===== config.mk =====
export PLATFORM = sky130hd
export DESIGN_NAME = sactp_divmod
export DESIGN_NICKNAME = d
export VERILOG_FILES = /design/src/hw/rtl/sactp_pkg.sv /design/src/hw/rtl/sactp_divmod.sv
export SDC_FILE = /design/constraint.sdc
export NUM_CORES = 1
export LEC_CHECK = 0
export BUFFER_PORTS_ARGS = -buffer_cell sky130_fd_sc_hd__buf_4
export CAP_MARGIN = 20
export CORE_MARGIN = 2
export CORE_UTILIZATION = 37
export CTS_CLUSTER_SIZE = 24
export DETAILED_ROUTE_END_ITERATION = 10
export GPL_ROUTABILITY_DRIVEN = 0
export PLACE_DENSITY = 0.58
export SLEW_MARGIN = 10
export SYNTH_ARGS = -nofsm -noshare
export SYNTH_HDL_FRONTEND = slang
export SYNTH_SLANG_ARGS = --single-unit

===== constraint.sdc =====
create_clock -name i_clk -period 6.6 [get_ports i_clk]
set_input_delay 0.99 -clock i_clk [delete_from_list [all_inputs] [get_ports i_clk]]
set_output_delay 0.99 -clock i_clk [all_outputs]
set_load 0.02 [all_outputs]

===== src/hw/rtl/sactp_pkg.sv =====
package sactp_pkg;

    localparam int MAX_SETS    = 1024;
    localparam int MAX_WAYS    = 16;
    localparam int BLOCK_BYTES = 64;

    localparam int ADDR_W  = 48;
    localparam int BLK_SH  = $clog2(BLOCK_BYTES);
    localparam int TAG_W   = ADDR_W - BLK_SH;
    localparam int SET_W   = $clog2(MAX_SETS);
    localparam int WAY_W   = $clog2(MAX_WAYS);
    localparam int CNT_W   = 32;
    localparam int WAYS_CW = 5;
    localparam int SETS_CW = 11;
    localparam int DIV_CW  = $clog2(TAG_W + 1);

    // register indexes
    localparam logic [1:0] REG_REPLACE = 2'd0;
    localparam logic [1:0] REG_WRITE   = 2'd1;
    localparam logic [1:0] REG_WAYS    = 2'd2;
    localparam logic [1:0] REG_SETS    = 2'd3;

    localparam logic ACT_READ  = 1'b0;
    localparam logic ACT_WRITE = 1'b1;

    typedef struct packed {
        logic              action;
        logic [ADDR_W-1:0] address;
    } t_cmd;

    typedef struct packed {
        logic             hit;
        logic             fill_read;
        logic [1:0]       memory_writes;
        logic [CNT_W-1:0] hit_total;
        logic [CNT_W-1:0] miss_total;
        logic [CNT_W-1:0] read_total;
        logic [CNT_W-1:0] write_total;
    } t_result;

    typedef struct packed {
        logic             valid;
        logic             dirty;
        logic [TAG_W-1:0] tag;
    } t_entry;

    typedef t_entry [MAX_WAYS-1:0] t_row;

endpackage


===== src/hw/rtl/sactp_divmod.sv =====
// Restoring remainder unit, one dividend bit per cycle.
module sactp_divmod (
    input  logic                         i_clk,
    input  logic                         i_rst_n,
    input  logic                         i_start,
    input  logic [sactp_pkg::TAG_W-1:0]  i_dividend,
    input  logic [sactp_pkg::SETS_CW-1:0] i_divisor,
    output logic                         o_done,
    output logic [sactp_pkg::SET_W-1:0]  o_rem
);

    logic [sactp_pkg::TAG_W-1:0]   r_dvd;
    logic [sactp_pkg::SET_W-1:0]   r_rem;
    logic [sactp_pkg::DIV_CW-1:0]  r_cnt;
    logic                          r_done;
    logic [sactp_pkg::SETS_CW-1:0] shifted;
    logic                          ge;

    assign shifted = {r_rem, r_dvd[sactp_pkg::TAG_W-1]};
    assign ge      = (shifted >= i_divisor);

    always_ff @(posedge i_clk) begin
        if (!i_rst_n) begin
            r_cnt  <= '0;
            r_done <= 1'b0;
        end else begin
            r_done <= 1'b0;
            if (i_start) begin
                r_dvd <= i_dividend;
                r_rem <= '0;
                r_cnt <= sactp_pkg::DIV_CW'(sactp_pkg::TAG_W);
            end else if (r_cnt != '0) begin
                r_dvd <= {r_dvd[sactp_pkg::TAG_W-2:0], 1'b0};
                r_rem <= ge ? sactp_pkg::SET_W'(shifted - i_divisor)
                            : shifted[sactp_pkg::SET_W-1:0];
                r_cnt <= r_cnt - 1'b1;
                r_done <= (r_cnt == sactp_pkg::DIV_CW'(1));
            end
        end
    end

    assign o_done = r_done;
    assign o_rem  = r_rem;

endmodule

==> results.md, run 1 <==
- At the worst endpoint, the required time is 6.67 ns.
- The setup TNS is 0 ns.
- The number of antenna violations at the first check in global routing is 0.
- The warning count from the yosys run is 0.
- STA classifies the critical path startpoint as an input pin.
- The share of the clock period used by the worst path after layout is 44.9%.
- Once detail routing completed, the nets flagged for antenna violations numbered 0.
- Cells fill 47.5% of the core in the end.
- The share of synthesized area occupied by flip-flops and latches is 53.9%.
- The power density normalized to cell area is 259 nW/µm².
- The critical path capture point type is a flip-flop.
- Counting cells, the worst reg-to-reg path comes to 6.
- CTS placed an instance of clkbuf_8 at the clock tree root.
- For this run, the detailed router's first-pass iteration total came to 4.
- The CTS tree is yes.
- The number of max-slew violations in the final report was 0.
- The final clock skew is 0.0135 ns.
- The arrival time of the worst setup path is 3.04 ns.
- The average routed wire per standard cell is 15.0 µm.
- The number of instances in the synthesized netlist is 251.
- Using the TritonRoute via totals, the vias-per-cell ratio works out to 5.15.
- The clock latency on the worst-skew pair is 0.34 ns.
- Counting instances, the worst hold path has a depth of 1.
- The count of nets after finishing is 390.
- The finished layout holds 428 standard cells, fillers aside.
- The post-cts hold buffer count is 0.
- For the pin with the worst max-slew slack, the measured transition is 0.714 ns.
- For this block, the initial DRC count from the detailed router was 80.
- In this run the mean area of a mapped cell was 12.6 µm².
- The total standard cell area after synthesis is 3160 µm².
- The overall die width is 96.4 µm.
- The worst setup slack for register-to-register paths is 3.92 ns.
- Timing would allow up to 338 MHz.
- The placed instance count is 413.
- The height of the die is 96.4 µm.
- The startpoint identified for the worst hold timing path is r_cnt[5].
- For hold timing, the worst endpoint is o_done.
- The flow ran to the end, and the final reports show no timing, DRC or antenna violations.
- Post-CTS repair changed the size of 0 cells.
- The placed wire-length estimate is 4350 µm.
- After synthesis, the netlist uses 46 different library cells.
- Across the run, the number of max-cap violations was 0.
- IR analysis of the VDD net gives a maximum drop of 0.146 mV.
- The finished cells cover 3920 µm².
- Once placement finished, the instance area stood at 3740 µm².
- 0 antenna diodes ended up in the layout.
- The combined flip-flop and latch cell area is 1700 µm².
- Setup violations remaining at the end of the flow were counted as 0.
- The number of setup buffers added after CTS is 0.
- The via count of the first global-routing pass is 2100.
- The critical register-to-register path startpoint is o_rem[4].
- Along the worst path, the maximum fanout reaches 10.
- In the global route stage, overall resource usage came out at 14.4%.
- The worst setup slack after placement is 3.29 ns.
- The worst max-slew margin expressed relative to the limit is 52.4%.
- In the routed design, unresolved DRC markers number 0.
- The post-synthesis async set-or-reset flop share is 0%.
- The area growth from synthesis to final layout is 24.2%.
- The leading register cell type out of synthesis is edfxtp_1.
- The smallest clock period supported by the final layout is computed as 2.96 ns.
- On the final layout, the worst hold slack is 0.457 ns.
- The region available for standard cell placement spans 8260 µm².
- Setup repair after global routing left no endpoint under its margin.
- The final layout contains routed wiring with a total length of 6400 µm.
- Entering global routing, the biggest net connects 56 pins.
- The clock tree synthesis step divided the H-tree into 3 levels.
- In this run the static leakage power is 1.55 nW.
- The number of nets in the synthesized netlist is 322.
- Once the floorplan was initialized, standard cells occupied 38.3% of the core.
- The clock net in this run drives a total of 59 sinks.
- No sink is reached through more buffers than the 2 on the longest clock path.
- The global-route wire length before repair is 10000 µm.
- The port buffer count is 66.
- The I/O pin total is 67.
- The capturing point of the worst reg2reg path is o_rem[0].
- The design draws 1.02 mW.
- After filler insertion, the fill cell instance count of the layout stands at 777.
- Synthesis inferred 59 register bits.
- The worst setup path is of the in2reg kind.
- The number of rows in the core area is 33.
- The final worst setup slack is 3.64 ns.
- The count of flip-flops with a built-in enable after synthesis is 52.
- The die footprint is 9290 µm².
- The routed layout has 2204 vias.
- The path class of the tightest hold or removal check is reg2reg.
- The final hold violation count is 0.
- The clock edge transition at the registers on the reported setup and hold paths is 0.07 ns.
- The share of cells above drive strength 1 is 39.0%.
- The area occupied by multi-input gates is 1350 µm².
- Clock tree synthesis inserted a total of 9 buffers.
- The total congestion overflow after global routing is 0.
[metal layers]
metal  track usage [%]  share of wire [%]  vias to the layer above
met4              4.58               0.34                        0
met2              21.5                 47                       77
li1                  -                  -                     1087
met5                 0                  0                        -
met3              6.52                8.7                        2
met1              18.7                 44                     1038
[cells in the mapped netlist (2+ instances only)]
library cell	n	area, µm²
o21a_1	5	37.5
dfxtp_1	7	140
inv_1	16	60.1
a2111oi_0	2	17.5
mux2_2	41	462
buf_1	3	11.3
o21ai_0	8	40.0
edfxtp_1	52	1560
xnor2_1	3	26.3
o211ai_1	2	15.0
or3_1	2	12.5
nand3b_1	2	15.0
nor3b_1	3	22.5
nand2_1	8	30.0
xor2_1	3	26.3
nand3_1	12	60.1
nor2_1	7	26.3
nand4_1	5	31.3
ha_1	14	175
and2_1	3	18.8
clkbuf_1	4	15.0
buf_4	2	15.0
a21oi_1	16	80.1
nor3_1	6	30.0
nor2b_1	4	25.0
[cell families after synthesis]
group,after synthesis,synth area share (%)
buffers and inverters,26,3.56
xor gates and xnor gates,6,1.66
AOI/OAI and AO/OA,45,9.55
and+or+nand+nor,58,10.3
DFF,59,53.9
adders and majority gates,15,6.18
muxes,42,14.9
[worst max path at each step]
stage | from | endpoint | slack, ns | depth (start not counted)
2_1_floorplan | i_start | o_rem[0] | 3.37 | 3
3_3_place_gp | i_divisor[5] | o_rem[0] | 3.35 | 8
3_5_place_dp | i_divisor[5] | o_rem[0] | 3.29 | 8
4_1_cts | i_divisor[5] | o_rem[0] | 3.64 | 8
5_1_grt | i_divisor[5] | o_rem[8] | 3.50 | 8
6_report | i_divisor[5] | o_rem[0] | 3.64 | 8
[cell usage in the layout (no fill, tap or decap), types with 2 or more instances in the layout]
cell and count:
buf_4 67, edfxtp_1 52, mux2_2 41, inv_1 16, a21oi_1 16, ha_1 14
nand3_1 12, clkbuf_8 9, nand2_1 8, o21ai_0 8, nor2_1 7, dfxtp_1 7
nor3_1 6, nand4_1 5, nor2b_1 4, o21a_1 4, xor2_1 3, xnor2_1 3
and2_1 3, nor3b_1 3, nand3b_1 2, or3_1 2, a2111oi_0 2, o211ai_1 2
clkinvlp_4 2, clkinv_1 2
[registers in the layout, indices dropped and copies added, names as in the netlist]
name    cells
o_done      1
r_dvd      42
r_cnt       6
o_rem      10
[where the power goes]
part / total [mW] / switching, mW / internal, mW
registers: 0.472 / 0.0178 / 0.454
logic: 0.229 / 0.119 / 0.110
clock network: 0.314 / 0.145 / 0.169
total: 1.02 / 0.282 / 0.733
[critical path, cell delays in order]
cell and delay (ns):
buf_4 0.08, inv_1 0.03, ha_1 0.43, nor3_1 0.09, or3_1 0.40, a311oi_2 0.66, o21ai_0 0.19, o311a_1 0.16
[final cells by class]
cell class	count	area share (%)
Clock buffer	9	3.16
Clock inverter	6	1.47
Inverter	16	1.53
Multi-Input combinational cell	166	34.3
Sequential cell	59	43.4
Tap cell	105	3.35
Timing Repair Buffer	67	12.8
No activity file was read; power rests on OpenSTA's default activity.
==> inputs of run 2 (changes only) <==
Settings changed: PLACE_DENSITY 0.58 to 0.6.
Clock period 6.6 ns to 2.6 ns, I/O delays scaled along.
==> run 2 against run 1 <==
Net effect: critical path depth decreased by 2; count of clock-buffer cells in the layout increased by 2; via count increased by 0.91%; critical path type is now reg2reg; largest cell class unchanged; highest routed layer unchanged.
==> results.md, run 2 (synthesis results as in run 1) <==
- The average routed wire per standard cell is 14.6 µm (-2.2%).
- The starting density of the core was 38.3% (unchanged).
- The count of filler cells inserted in the layout is 766 (-1.4%).
- The detailed-route via count was 2224 (+0.91%).
- The number of instances resized during post-cts repair is 0 (unchanged).
- The startpoint-to-endpoint class of the critical path is reg2reg.
- The critical register-to-register path startpoint is o_rem[6].
- The worst setup path is captured at a flip-flop.
- The worst min-delay path class is in2reg.
- Static timing analysis puts the maximum clock frequency at 425 MHz.
- Compared with the post-synthesis result, the final layout area differs by 26.5%.
- The antenna diode count was 0 (unchanged).
- Setup repair after global routing left no endpoint under its margin.
- The clock edge transition at the registers on the reported setup and hold paths is 0.07 ns (about the same).
- The power density normalized to cell area is 631 nW/µm² (+140%).
- The port buffer count is 66 (unchanged).
- The post-detailed-route via-to-cell ratio is 5.08 (-1.4%).
- The number of remaining DRC errors was 0 (unchanged).
- The area occupied by multi-input gates is 1350 µm² (unchanged).
- The cell count of the worst reg-to-reg path is 6 (unchanged).
- The share of cells above drive strength 1 is 40.8% (+1.8 points).
- The remaining antenna violation count was 0 (unchanged).
- The placed wire-length estimate is 4460 µm (+2.7%).
- The worst path in the final design needs a cycle of 2.36 ns, including I/O delays and setup.
- The final instance count without filler cells was 438 (+2.3%).
- The leakage power summed over all cells is 1.60 nW (+3.1%).
- The via count of the first global-routing pass is 2207 (+5.1%).
- The final setup violation count is 0 (unchanged).
- The max capacitance violation total is 0 (unchanged).
- The clock sink total came to 59 (unchanged).
- The maximum clock path buffer count was 2 (unchanged).
- The worst setup slack for register-to-register paths is 0.24 ns (-3.68 ns).
- The wire length after detailed routing is 6410 µm (about the same).
- The count of nets after finishing came to 399 (+2.3%).
- The worst setup slack after placement is 0.208 ns (-3.08 ns).
- The number of antenna violations at the first check in global routing is 0 (unchanged).
- The required time of the worst setup path is 2.67 ns (-4.00 ns).
- The count of routing violations after the opening detailed-route iteration is 129 (+61%).
- The arrival time of the worst setup path is 2.43 ns (-0.61 ns).
- The flow ran to the end, and the final reports show no timing, DRC or antenna violations.
- The category of the worst setup path launch point is a flip-flop.
- The setup TNS is 0 ns (unchanged).
- The die footprint is 9290 µm² (unchanged).
- The maximum number of pins on one net before global-route repair is 38 (-32%).
- The worst IR drop on VDD is 0.310 mV (+110%).
- The startpoint identified for the worst hold timing path is i_rst_n.
- The final worst setup slack is 0.245 ns (-3.39 ns).
- The final clock skew is 0.0138 ns (+0.000329 ns).
- The root buffer cell is clkbuf_8.
- The actual slew at the worst max-slew pin is 0.482 ns (-0.232 ns).
- The global-route total usage across every layer was 14.5% (+0.11 points).
- The number of flip-flops in the largest register was 42 (unchanged).
- The total power is 2.52 mW (+150%).
- The share of the clock period used by the worst path after layout is 90.6%.
- The post-cts hold buffer count is 0 (unchanged).
- The register bank with the most flops is r_dvd.
- The number of max-slew violations in the final report is 0 (unchanged).
- The height of the die came to 96.4 µm (unchanged).
- The endpoint identified for the worst register-to-register timing path is o_rem[0].
- The total congestion overflow after global routing is 0 (unchanged).
- The top cell types in the final layout, fill and taps aside, are buf_4, edfxtp_1, mux2_2.
- For hold timing, the worst endpoint is r_cnt[3].
- The I/O pin total was 67 (unchanged).
- The overall die width was 96.4 µm (unchanged).
- The final hold violation count is 0 (unchanged).
- The total CTS buffers is 9 (unchanged).
- The iteration count of the initial detailed-routing pass is 4 (unchanged).
- The H-tree depth reported by CTS is 3 (unchanged).
- The commonest non-fill, non-tap cell in the layout is buf_4.
- The number of setup buffers added after CTS is 0 (unchanged).
- The clock latency on the worst-skew pair is 0.33 ns (about the same).
- The global-route wire length before repair came to 10200 µm (+2.0%).
- The combined flip-flop and latch cell area was 1700 µm² (unchanged).
- The CTS tree is yes.
- The core area is 8260 µm² (unchanged).
- The number of rows in the core area is 33 (unchanged).
- The top fanout value on the critical path came to 11 (+1).
- The placed instance count was 422 (+2.2%).
- The worst max-slew margin expressed relative to the limit came to 67.8% (+15 points).
- The worst hold path stage count came to 2 (+1).
run 2: cell count changes in the layout (fill, tap and decap cells not counted), sizes merged:
cell and change:
clkinvlp -1, clkinv +1, buf +9, bufinv -1, clkbuf +2
run 2: power breakdown:
group / total [mW] / internal [mW] / switching (mW)
clock network: 0.707 / 0.343 / 0.365
registers: 1.20 / 1.15 / 0.0454
logic: 0.618 / 0.306 / 0.312
total: 2.52 / 1.80 / 0.722
run 2: metal layers:
metal / vias up / global-route usage [%] / share of wire, % / wire length [µm]
li1: 1109 / - / - / -
met1: 1045 / 20.0 / 47 / 3020
met2: 62 / 21.1 / 44 / 2850
met3: 8 / 4.50 / 7.1 / 453
met4: 0 / 5.99 / 1.2 / 80
met5: - / 0 / 0 / 0
run 2: worst max-delay path by stage:
stage / start / to / slack [ns] / cells after the start
CTS: o_rem[6] / o_rem[2] / 0.26 / 6
finish: o_rem[6] / o_rem[0] / 0.24 / 6
global route: o_rem[7] / o_rem[2] / 0.09 / 6
floorplan: o_rem[4] / o_rem[7] / 0.20 / 8
detailed placement: i_divisor[8] / o_rem[2] / 0.21 / 8
global placement: i_divisor[8] / o_rem[2] / 0.21 / 8
run 2: critical path, cell delays in order, from the launching register on:
cell and delay [ns]:
edfxtp_1 0.45, ha_1 0.40, nand4_1 0.14, or4_4 0.53, nand2_1 0.31, o21ai_0 0.13, o311a_1 0.14
run 2: metrics by stage:
stage	hold WS [ns]	utilization, %	cell area (µm²)
2_1_floorplan	0.421	-	3160
3_3_place_gp	0.449	46.4	3830
3_5_place_dp	0.452	46.4	3830
4_1_cts	0.286	48.4	4000
5_1_grt	0.312	48.4	4000
6_report	0.305	48.4	4000
run 2: layout make-up:
class	instances	share of cell area, %
sequential	59	42.6
clock buffer	11	3.29
timing repair buffer	76	14.9
multi-input combinational	166	33.7
tap	105	3.29
inverter	16	1.50
clock inverter	5	0.782
